### config.mk
export PLATFORM = sky130hd
export DESIGN_NAME = ordered_list_append_search_delete_top
export DESIGN_NICKNAME = d
export VERILOG_FILES = /design/src/rtl/olist_pkg.sv /design/src/rtl/olist_ram.sv /design/src/rtl/olist_ctrl.sv /design/src/rtl/ordered_list_append_search_delete_top.sv
export SDC_FILE = /design/constraint.sdc
export NUM_CORES = 2
export LEC_CHECK = 0
export BUFFER_PORTS_ARGS = -buffer_cell sky130_fd_sc_hd__buf_4
export CAP_MARGIN = 20
export CORE_ASPECT_RATIO = 1.2
export CORE_UTILIZATION = 27
export CTS_CLUSTER_SIZE = 10
export DETAILED_ROUTE_END_ITERATION = 8
export PLACE_DENSITY_LB_ADDON = 0.12
export SLEW_MARGIN = 40
export SYNTH_ARGS = -nofsm -noshare
export SYNTH_HDL_FRONTEND = slang
export SYNTH_SLANG_ARGS = --single-unit
### constraint.sdc
create_clock -name aclk -period 5.9 [get_ports aclk]
set_clock_uncertainty 0.05 [all_clocks]
set_input_delay 0.295 -clock aclk [delete_from_list [all_inputs] [get_ports aclk]]
set_output_delay 0.295 -clock aclk [all_outputs]
set_load 0.02 [all_outputs]
### src/rtl/olist_pkg.sv
package olist_pkg;

    // list geometry
    localparam int CAPACITY = 64;
    localparam int CNT_W    = $clog2(CAPACITY + 1);
    localparam int ADDR_W   = (CAPACITY > 1) ? $clog2(CAPACITY) : 1;
    localparam int DATA_W   = 32;

    // field widths on the ports
    localparam int OP_W     = 2;
    localparam int STATUS_W = 2;
    localparam int ECNT_W   = 7;

    // request codes
    typedef enum logic [OP_W-1:0] {
        OP_APPEND = 2'd0,
        OP_SEARCH = 2'd1,
        OP_DELETE = 2'd2,
        OP_RSVD   = 2'd3
    } op_t;

    // result status codes
    typedef enum logic [STATUS_W-1:0] {
        ST_DONE      = 2'd0,
        ST_NOT_FOUND = 2'd1,
        ST_EMPTY     = 2'd2,
        ST_FULL      = 2'd3
    } status_t;

    // entry memory access issued by the sequencer for one cycle
    typedef struct packed {
        logic              we;
        logic [ADDR_W-1:0] waddr;
        logic [DATA_W-1:0] wdata;
        logic [ADDR_W-1:0] raddr;
    } mem_req_t;

endpackage

### src/rtl/olist_ram.sv
module olist_ram #(
    parameter int WIDTH  = 32,
    parameter int DEPTH  = 64,
    parameter int ADDR_W = (DEPTH > 1) ? $clog2(DEPTH) : 1
) (
    input  logic              aclk,
    input  logic              we,
    input  logic [ADDR_W-1:0] waddr,
    input  logic [WIDTH-1:0]  wdata,
    input  logic [ADDR_W-1:0] raddr,
    output logic [WIDTH-1:0]  rdata
);

    logic [WIDTH-1:0] mem [DEPTH];
    logic [WIDTH-1:0] rdata_reg;

    // one write port, one registered read port
    always_ff @(posedge aclk) begin
        if (we) begin
            mem[waddr] <= wdata;
        end
        rdata_reg <= mem[raddr];
    end

    assign rdata = rdata_reg;

endmodule

### src/rtl/olist_ctrl.sv
module olist_ctrl (
    input  logic                           aclk,
    input  logic                           aresetn,
    // request beat
    input  logic                           req_valid,
    output logic                           req_ready,
    input  logic [olist_pkg::OP_W-1:0]     req_op,
    input  logic [olist_pkg::DATA_W-1:0]   req_value,
    // result beat
    output logic                           rsp_valid,
    input  logic                           rsp_ready,
    output logic [olist_pkg::STATUS_W-1:0] rsp_status,
    output logic [olist_pkg::ECNT_W-1:0]   rsp_count,
    // entry memory
    output olist_pkg::mem_req_t            mem_req,
    input  logic [olist_pkg::DATA_W-1:0]   mem_rdata
);

    import olist_pkg::*;

    typedef enum logic [1:0] {
        S_IDLE,
        S_SCAN,
        S_SHIFT,
        S_DONE
    } state_t;

    state_t              state_reg;
    op_t                 op_reg;
    logic [DATA_W-1:0]   val_reg;
    logic [CNT_W-1:0]    idx_reg;
    logic [CNT_W-1:0]    count_reg;
    status_t             status_reg;
    logic                out_valid_reg;
    status_t             out_status_reg;
    logic [ECNT_W-1:0]   out_count_reg;

    logic                accept;
    logic                out_free;
    logic                is_full;
    logic                is_empty;
    logic [CNT_W-1:0]    idx_inc;
    logic [CNT_W-1:0]    idx_dec;
    op_t                 in_op;

    assign in_op     = op_t'(req_op);
    assign req_ready = (state_reg == S_IDLE);
    assign accept    = req_valid && req_ready;
    assign out_free  = !out_valid_reg || rsp_ready;
    assign is_full   = (count_reg == CNT_W'(CAPACITY));
    assign is_empty  = (count_reg == '0);
    assign idx_inc   = idx_reg + 1'b1;
    assign idx_dec   = idx_reg - 1'b1;

    // memory port: append writes at the tail, scan streams reads, shift reads and writes back
    always_comb begin
        mem_req       = '0;
        mem_req.wdata = req_value;
        mem_req.waddr = count_reg[ADDR_W-1:0];
        case (state_reg)
            S_IDLE: begin
                mem_req.we    = accept && (in_op == OP_APPEND) && !is_full;
                mem_req.raddr = '0;
            end
            S_SCAN: begin
                mem_req.raddr = idx_inc[ADDR_W-1:0];
            end
            S_SHIFT: begin
                // move the entry arriving now one place down
                mem_req.we    = (idx_reg != count_reg);
                mem_req.waddr = idx_dec[ADDR_W-1:0];
                mem_req.wdata = mem_rdata;
                mem_req.raddr = idx_inc[ADDR_W-1:0];
            end
            default: begin
                mem_req.raddr = '0;
            end
        endcase
    end

    // sequencer and result register
    always_ff @(posedge aclk) begin
        if (!aresetn) begin
            state_reg     <= S_IDLE;
            count_reg     <= '0;
            out_valid_reg <= 1'b0;
        end else begin
            // a new result reloads the register in S_DONE instead
            if (out_valid_reg && rsp_ready && (state_reg != S_DONE)) begin
                out_valid_reg <= 1'b0;
            end
            case (state_reg)
                S_IDLE: begin
                    if (accept) begin
                        op_reg  <= in_op;
                        val_reg <= req_value;
                        idx_reg <= '0;
                        case (in_op)
                            OP_APPEND: begin
                                if (is_full) begin
                                    status_reg <= ST_FULL;
                                end else begin
                                    status_reg <= ST_DONE;
                                    count_reg  <= count_reg + 1'b1;
                                end
                                state_reg <= S_DONE;
                            end
                            OP_SEARCH, OP_DELETE: begin
                                if (is_empty) begin
                                    status_reg <= (in_op == OP_DELETE) ? ST_EMPTY
                                                                       : ST_NOT_FOUND;
                                    state_reg  <= S_DONE;
                                end else begin
                                    state_reg  <= S_SCAN;
                                end
                            end
                            default: begin
                                status_reg <= ST_NOT_FOUND;
                                state_reg  <= S_DONE;
                            end
                        endcase
                    end
                end
                S_SCAN: begin
                    // data of entry idx_reg is on the read port
                    if (mem_rdata == val_reg) begin
                        status_reg <= ST_DONE;
                        if (op_reg == OP_DELETE) begin
                            idx_reg   <= idx_inc;
                            state_reg <= S_SHIFT;
                        end else begin
                            state_reg <= S_DONE;
                        end
                    end else if (idx_inc == count_reg) begin
                        status_reg <= ST_NOT_FOUND;
                        state_reg  <= S_DONE;
                    end else begin
                        idx_reg <= idx_inc;
                    end
                end
                S_SHIFT: begin
                    if (idx_reg == count_reg) begin
                        count_reg <= count_reg - 1'b1;
                        state_reg <= S_DONE;
                    end else begin
                        idx_reg <= idx_inc;
                    end
                end
                S_DONE: begin
                    if (out_free) begin
                        out_valid_reg  <= 1'b1;
                        out_status_reg <= status_reg;
                        out_count_reg  <= ECNT_W'(count_reg);
                        state_reg      <= S_IDLE;
                    end
                end
                default: begin
                    state_reg <= S_IDLE;
                end
            endcase
        end
    end

    assign rsp_valid  = out_valid_reg;
    assign rsp_status = out_status_reg;
    assign rsp_count  = out_count_reg;

endmodule

### src/rtl/ordered_list_append_search_delete_top.sv
// Ordered list of signed 32-bit values held in insertion order.
// Request channel (s_): s_tuser carries the opcode (append, search,
// delete first match), s_tdata the 32-bit value. One beat per request.
// Result channel (m_): one beat per request; m_tdata carries the status
// code and the entry count held after the request.
// Requests are handled one at a time; s_tready is high only while the
// block is idle. Steps from the request beat to the result beat:
//   append, reserved opcode, or any request on an empty list: no scan
//   search: a scan of up to count stored entries, one compared per cycle
//   delete: the scan up to the match followed by moving each later
//           entry one place down, one per cycle, to close the gap
// A new request is taken from the cycle after the result is registered,
// so even back-to-back appends do not overlap. The walk is set
// by the single read and single write port of the entry memory.
// A finished result sits in an output register; while the receiver
// stalls, the next request is still taken and worked on, and its result
// waits until the register is free.
// Reset clears the entry count and the result valid flag; the entry
// memory is not cleared, and entries beyond the count are never used.
module ordered_list_append_search_delete_top (
    input  logic        aclk,
    input  logic        aresetn,
    input  logic        s_tvalid,
    output logic        s_tready,
    input  logic [31:0] s_tdata,   // [31:0] value
    input  logic [7:0]  s_tuser,   // [1:0] opcode, rest zero
    output logic        m_tvalid,
    input  logic        m_tready,
    output logic [15:0] m_tdata    // [1:0] status, [8:2] entry_count, rest zero
);

    import olist_pkg::*;

    mem_req_t            mem_req;
    logic [DATA_W-1:0]   mem_rdata;
    logic [STATUS_W-1:0] rsp_status;
    logic [ECNT_W-1:0]   rsp_count;

    olist_ctrl u_ctrl (
        .aclk       (aclk),
        .aresetn    (aresetn),
        .req_valid  (s_tvalid),
        .req_ready  (s_tready),
        .req_op     (s_tuser[OP_W-1:0]),
        .req_value  (s_tdata),
        .rsp_valid  (m_tvalid),
        .rsp_ready  (m_tready),
        .rsp_status (rsp_status),
        .rsp_count  (rsp_count),
        .mem_req    (mem_req),
        .mem_rdata  (mem_rdata)
    );

    olist_ram #(
        .WIDTH  (DATA_W),
        .DEPTH  (CAPACITY),
        .ADDR_W (ADDR_W)
    ) u_entries (
        .aclk  (aclk),
        .we    (mem_req.we),
        .waddr (mem_req.waddr),
        .wdata (mem_req.wdata),
        .raddr (mem_req.raddr),
        .rdata (mem_rdata)
    );

    assign m_tdata = {7'b0, rsp_count, rsp_status};

endmodule

* Word level (Yosys, flattened, before mapping)
Memories as Yosys holds them, arrays and structs flattened. A register that Yosys moved wholly into a read port is not among the register bits. Cells that the tools add are included.
Storage, ports and cells: flip-flop bits (word level) 62, RAM bits 2048, input port bits 44, output and inout port bits 18, logic and storage cells 94, memories 1
Cells by class: add/subtract/negate cells 4, equal/unequal tests 22, muxes and demuxes 36, reduce and logical (&&, ||, !) cells 22
Memory list:
- u_entries.mem | words 64, bits a word 32, rd ports 1, clocked after Yosys merged registers in 1, write ports 1, line olist_ram.sv:14 | logic [WIDTH-1:0] mem [DEPTH];
Operators by type and width (count):
- 2-to-1 mux 7 bit | 9
- 2-to-1 mux 38 bit | 1
- equality test 32 bit | 1
- 2-to-1 mux 2 bit | 13
- one-hot mux 7 bit (3 select lines) | 1
- adder 7 x 1 -> 7 bit, second input constant | 2
- equality test 7 bit | 2
- one-hot mux 7 bit (2 select lines) | 1
- != test 2 bit, second input constant | 5
- AND reduction 5 bit | 2
- equality test 2 bit, second input constant | 4
- one-hot mux 2 bit (2 select lines) | 2
- one-hot mux 2 bit (4 select lines) | 1
- equality test 7 bit, second input constant | 1
- logical NOT 7 bit | 1
- != test 7 bit | 1
- subtractor 7 x 1 -> 7 bit, second input constant | 1
- 2-to-1 mux 1 bit | 6
- 2-to-1 mux 6 bit | 1
- != test 3 bit, second input constant | 2
- AND reduction 3 bit | 2
- AND reduction 6 bit | 1
- subtractor 6 x 1 -> 6 bit, second input constant | 1
- logical AND 1 bit | 5
- 12 further kinds | 18

* Depth between registers and ports, before layout
depth in word-level cells 7, depth in mapped cells 17, depth with buffers taken out 11

* Cells and area by module
Synthesis repeated with hierarchy kept, for this count alone.
Second synthesis, totals: cells, all modules 3663, area, all modules 82320.2 um^2
By module, submodules not included:
- olist_ram | times used 1, cells each 3324, area an instance 78515.3 um^2, seq. area each 62139.6 um^2
- olist_ctrl | times used 1, cells each 331, area an instance 3748.6 um^2, seq. area each 1761.7 um^2
- ordered_list_append_search_delete_top | times used 1, cells each 8, area an instance 56.3 um^2, seq. area each 0.0 um^2

* Least setup slack after synthesis
OpenSTA, ideal clock, no wires.
path kind register -> register, from register u_ctrl.idx_reg[0], to memory u_entries.mem[44][0] (enable), library setup time 0.421 ns, arrival 4.647 ns, data required time 5.429 ns, setup slack 0.781 ns, cell stages (with the launch flop) 16, path buffers 9, clock period less this slack 5.119 ns, path through edfxtp_1 buf_2 buf_2 clkbuf_1 clkbuf_1 buf_1 inv_1 ha_1 buf_2 buf_2 buf_2 clkbuf_1 nand2_1 o32ai_1 nand2_1 nor2_1
On the way: elaborated cells on any way between the ends 6, classes of those cells add/sub: 1; eq/ne: 1; mux: 4
RTL lines:
- start: declaration | line olist_ctrl.sv:31 | logic [CNT_W-1:0] idx_reg;
- start signal: assignment | line olist_ctrl.sv:129 | idx_reg <= idx_inc;
- start signal: assignment | line olist_ctrl.sv:138 | idx_reg <= idx_inc;
- start signal: assignment | line olist_ctrl.sv:146 | idx_reg <= idx_inc;
- subtractor 6 x 1 -> 6 bit | line olist_ctrl.sv:53 | assign idx_dec = idx_reg - 1'b1;
- named net u_ctrl.idx_dec[0] | line olist_ctrl.sv:43 | logic [CNT_W-1:0] idx_dec;
- 2-to-1 mux 38 bit | line olist_ctrl.sv:60 | case (state_reg)
- end: declaration | line olist_ram.sv:14
The timed path passes the listed nets, and every way through them passes these cells.

* Worst setup path after layout
from register u_ctrl.state_reg[0], to memory u_entries.mem[19][18] (enable)
On the way: word-level cells in the longest chain between the ends 7, elaborated cells on any way between the ends 9, classes of those cells eq/ne: 1; mux: 4; reduce/logical: 4
RTL lines:
- start: declaration | line olist_ctrl.sv:28 | state_t state_reg;
- start signal: assignment | line olist_ctrl.sv:84 | state_reg <= S_IDLE;
- start signal: assignment | line olist_ctrl.sv:106 | state_reg <= S_DONE;
- start signal: assignment | line olist_ctrl.sv:112 | state_reg <= S_DONE;
- logical NOT 2 bit | line olist_ctrl.sv:47, olist_ctrl.sv:60
- logical AND 1 bit | line olist_ctrl.sv:48 | assign accept = req_valid && req_ready;
- logical AND 1 bit (2 in a row) | line olist_ctrl.sv:62 | mem_req.we = accept && (in_op == OP_APPEND) && !is_full;
- one-hot mux 1 bit (2 select lines) | line olist_ctrl.sv:60
- 2-to-1 mux 1 bit | line olist_ram.sv:19 | if (we) begin
- 2-to-1 mux 1 bit (implied by the code) | line olist_ram.sv:20 | mem[waddr] <= wdata;
Parallel ways exist; a longest one is shown, timed or not.

==> metrics <==
Final Setup Violations=0; # H-tree levels=4; Clock transition at path regs=0.06 ns; Clock Latency Late Sink=around 0.90 ns; maximum clock frequency=227.3 MHz; WHS=0.07724 ns; Net count, final=4835; Setup TNS Final=0 ns; Worst-Margin Slew=0.9739 ns; Synth area leader=edfxtp_1; HPWL Detailed=153600 microns; Seq/Total Area, Yosys=76.67%; Synth async-reset ratio=0%; Reg2Reg Depth=8; 1st-iter DRT viols=3439; Cells after Synth=about 4500; Sw Ratio=between 30% and 40%; syn avg cell area=18.68 sq um; Top-Level Pins=62; Yosys top cell area share=between 70% and 80%; Seq pwr share=37.9%; Worst Setup Start Kind=register; fin crit period=about 4.4 ns; Post-CTS Repair Setup Buffers=0; largest family of logic cells by synthesized area=multiplexers; DRT Wirelength=266800 microns; Max Slew Vio Count=0; Netlist cell types=59; layout cells sized above 1=19.42%; RSZ-0062 raised after global routing=false; CP required=between 6 and 7 ns; combinational share of power=35.3%; Int Pwr=roughly 32 mW; CTS tree=built; total CTS buffers=244; die span in x=509.2 microns; largest cells by area after synthesis=edfxtp_1, mux4_2, mux2i_1, a221oi_1, dfxtp_1; CP Max Fanout=28; DRC=0; core area=around 0.31 sq mm; initial antenna violation count=21; wire per inst=~30 microns; max reg flops=approximately 2000; worst vdd ir=roughly 0.00037 V; drt first pass iters=5; clk buf depth=4; Via density=about 4.9; proportion of power drawn by the clock network=26.9%; slew margin rel.=35.07%; adder-cell area share of the yosys netlist=0.2312%; Max Cap Viol=0; port bufs=48; Yosys reg bits=~2100; critical hold path startpoint=s_tdata[0]; compound-gate portion of the synthesized area=6.685%; Setup CP Type=register to register; hold buffer count at cts=39; Worst Path Arrival=4.85 ns; GRT Total Usage=between 15 and 20%; Static Leak=30.61 nW; number of global-route vias before repair=approximately 45000; Post-CTS Resized=0; XOR/XNOR share of the synthesized area=less than 1%; Vias=43369; Area Overhead vs Synth=17.45%; Site Rows=223; post-synthesis mux area share=about 11%; reg-to-reg startpoint=u_ctrl.state_reg[0]; Tcrit/Tclk final=between 70% and 80%; main flop type after synthesis=edfxtp_1; Crit. Startpoint=u_ctrl.state_reg[0]; Setup crit end kind=register; Synth Area in Simple Gates=3.011%; Routability Congestion=around 0.76; status=finished, final reports clean; Post-synth EDFFs=2100; sw power=17.99 mW; Final Hold Fails=0; synthesized area=0.08335 sq mm; die height=just over 600 microns; global-route wire length before repair=368600 microns; Sink Count=2142; GR Overflow Total=0; worst hold stages=2; PD cells=just over 500 mW/mm^2; total power=49.71 mW; Tightest Hold Check Type=input port to register; Synth warnings=0; largest net degree at the start of global routing=135; CTS Root Cell=clkbuf_16; Die ar.=between 0.3 and 0.4 sq mm; Initial Util=27.13%; antenna-violating nets left=0
## cell families (layout without fill, tap and decap cells)
logic type | count (synthesis) | in the layout
AND/OR/NAND/NOR | 530 | 530
multiplexers | 678 | 678
buffers and inverters | 326 | 716
adder cells (fa/ha/maj) | 15 | 15
AO/OA/AOI/OAI | 715 | 715
flip-flops | 2142 | 2142
other | 1 | 18
XOR/XNOR | 54 | 54
## worst paths after layout
path	to	slack [ns]
worst min register to register	u_ctrl.rsp_status[0]	0.38
worst max-delay path	u_entries.mem[19][18]	1.50
worst min-delay path	u_ctrl.val_reg[0]	0.08
worst max register to register	u_entries.mem[19][18]	1.50
## Yosys cell counts, types with 65 or more instances
| library cell | count |
|---|---|
| nor2_1 | 128 |
| mux2i_1 | 421 |
| mux2_2 | 65 |
| a221o_1 | 65 |
| edfxtp_1 | 2100 |
| nor2b_1 | 67 |
| a21oi_1 | 74 |
| o22ai_1 | 65 |
| nor3_1 | 67 |
| a221oi_1 | 128 |
| a211oi_1 | 98 |
| clkbuf_1 | 175 |
| nand2_1 | 163 |
| buf_2 | 91 |
| mux4_2 | 192 |
## final cells by class
cell class / instances / area [sq um]
Antenna cell: 11 / 27.53
Tap cell: 4050 / 5067
Clock inverter: 11 / 110.1
Inverter: 23 / 101.3
Clock buffer: 315 / 6456
Fill cell: 29410 / 209300
Sequential cell: 2142 / 63900
Multi-Input combinational cell: 1999 / 18830
Timing Repair Buffer: 367 / 3403
## metrics by stage
stage | instance area (sq um) | utilization (%) | setup slack [ns] | std cells
floorplan | 83370 | - | 0.7815 | 4467
global placement | 90420 | 29.43 | 1.311 | 8528
detailed placement | 90800 | 29.56 | 1.329 | 8539
CTS | 97760 | 31.82 | 1.327 | 8904
global route | 97870 | 31.86 | 1.294 | 8908
finish | 97890 | 31.87 | 1.500 | 8918
## placed cells by master, fill, tap and decap left out, types with 36 or more instances in the layout
| cell | instances |
|---|---|
| edfxtp_1 | 2100 |
| mux2i_1 | 421 |
| buf_4 | 274 |
| clkbuf_16 | 247 |
| mux4_2 | 192 |
| nand2_1 | 155 |
| a221oi_1 | 128 |
| a211oi_1 | 98 |
| a21oi_1 | 74 |
| nor3_1 | 67 |
| nor2b_1 | 67 |
| nor2_4 | 66 |
| clkbuf_1 | 66 |
| o22ai_1 | 65 |
| a221o_1 | 65 |
| a311oi_1 | 64 |
| a22o_1 | 63 |
| nor2_1 | 62 |
| mux2_2 | 55 |
| dfxtp_1 | 42 |
| o21ai_0 | 40 |
| xor2_1 | 40 |
| dlygate4sd3_1 | 39 |
| nor4_1 | 36 |
| nand4_1 | 36 |
## power by group through the flow
stage,registers [mW],clock network (mW),logic (mW)
2_1_floorplan,19.0,0,9.77
3_3_place_gp,19.1,0,17.8
3_5_place_dp,19.1,0,17.9
4_1_cts,18.8,13.8,18.0
5_1_grt,18.9,14.3,18.7
6_report,18.8,13.4,17.5
## critical path, stage by stage (launching register included)
cell and delay (ns):
dfxtp_1 0.35, inv_1 0.13, ha_2 0.65, inv_1 0.32
a41oi_1 0.36, o21a_1 0.36, nand2_1 0.59, nor2_4 0.66
buf_4 0.48
## per-layer routing
layer / vias to the layer above / GRT usage [%] / part of all wire (%)
met1: 23092 / 22.20 / 43
met4: 2 / 4.703 / 2.7
li1: 19000 / - / -
met3: 348 / 2.206 / 4.1
met5: - / 0 / 0.0049
met2: 927 / 29.10 / 50
Power figures use the tool's default switching activity.
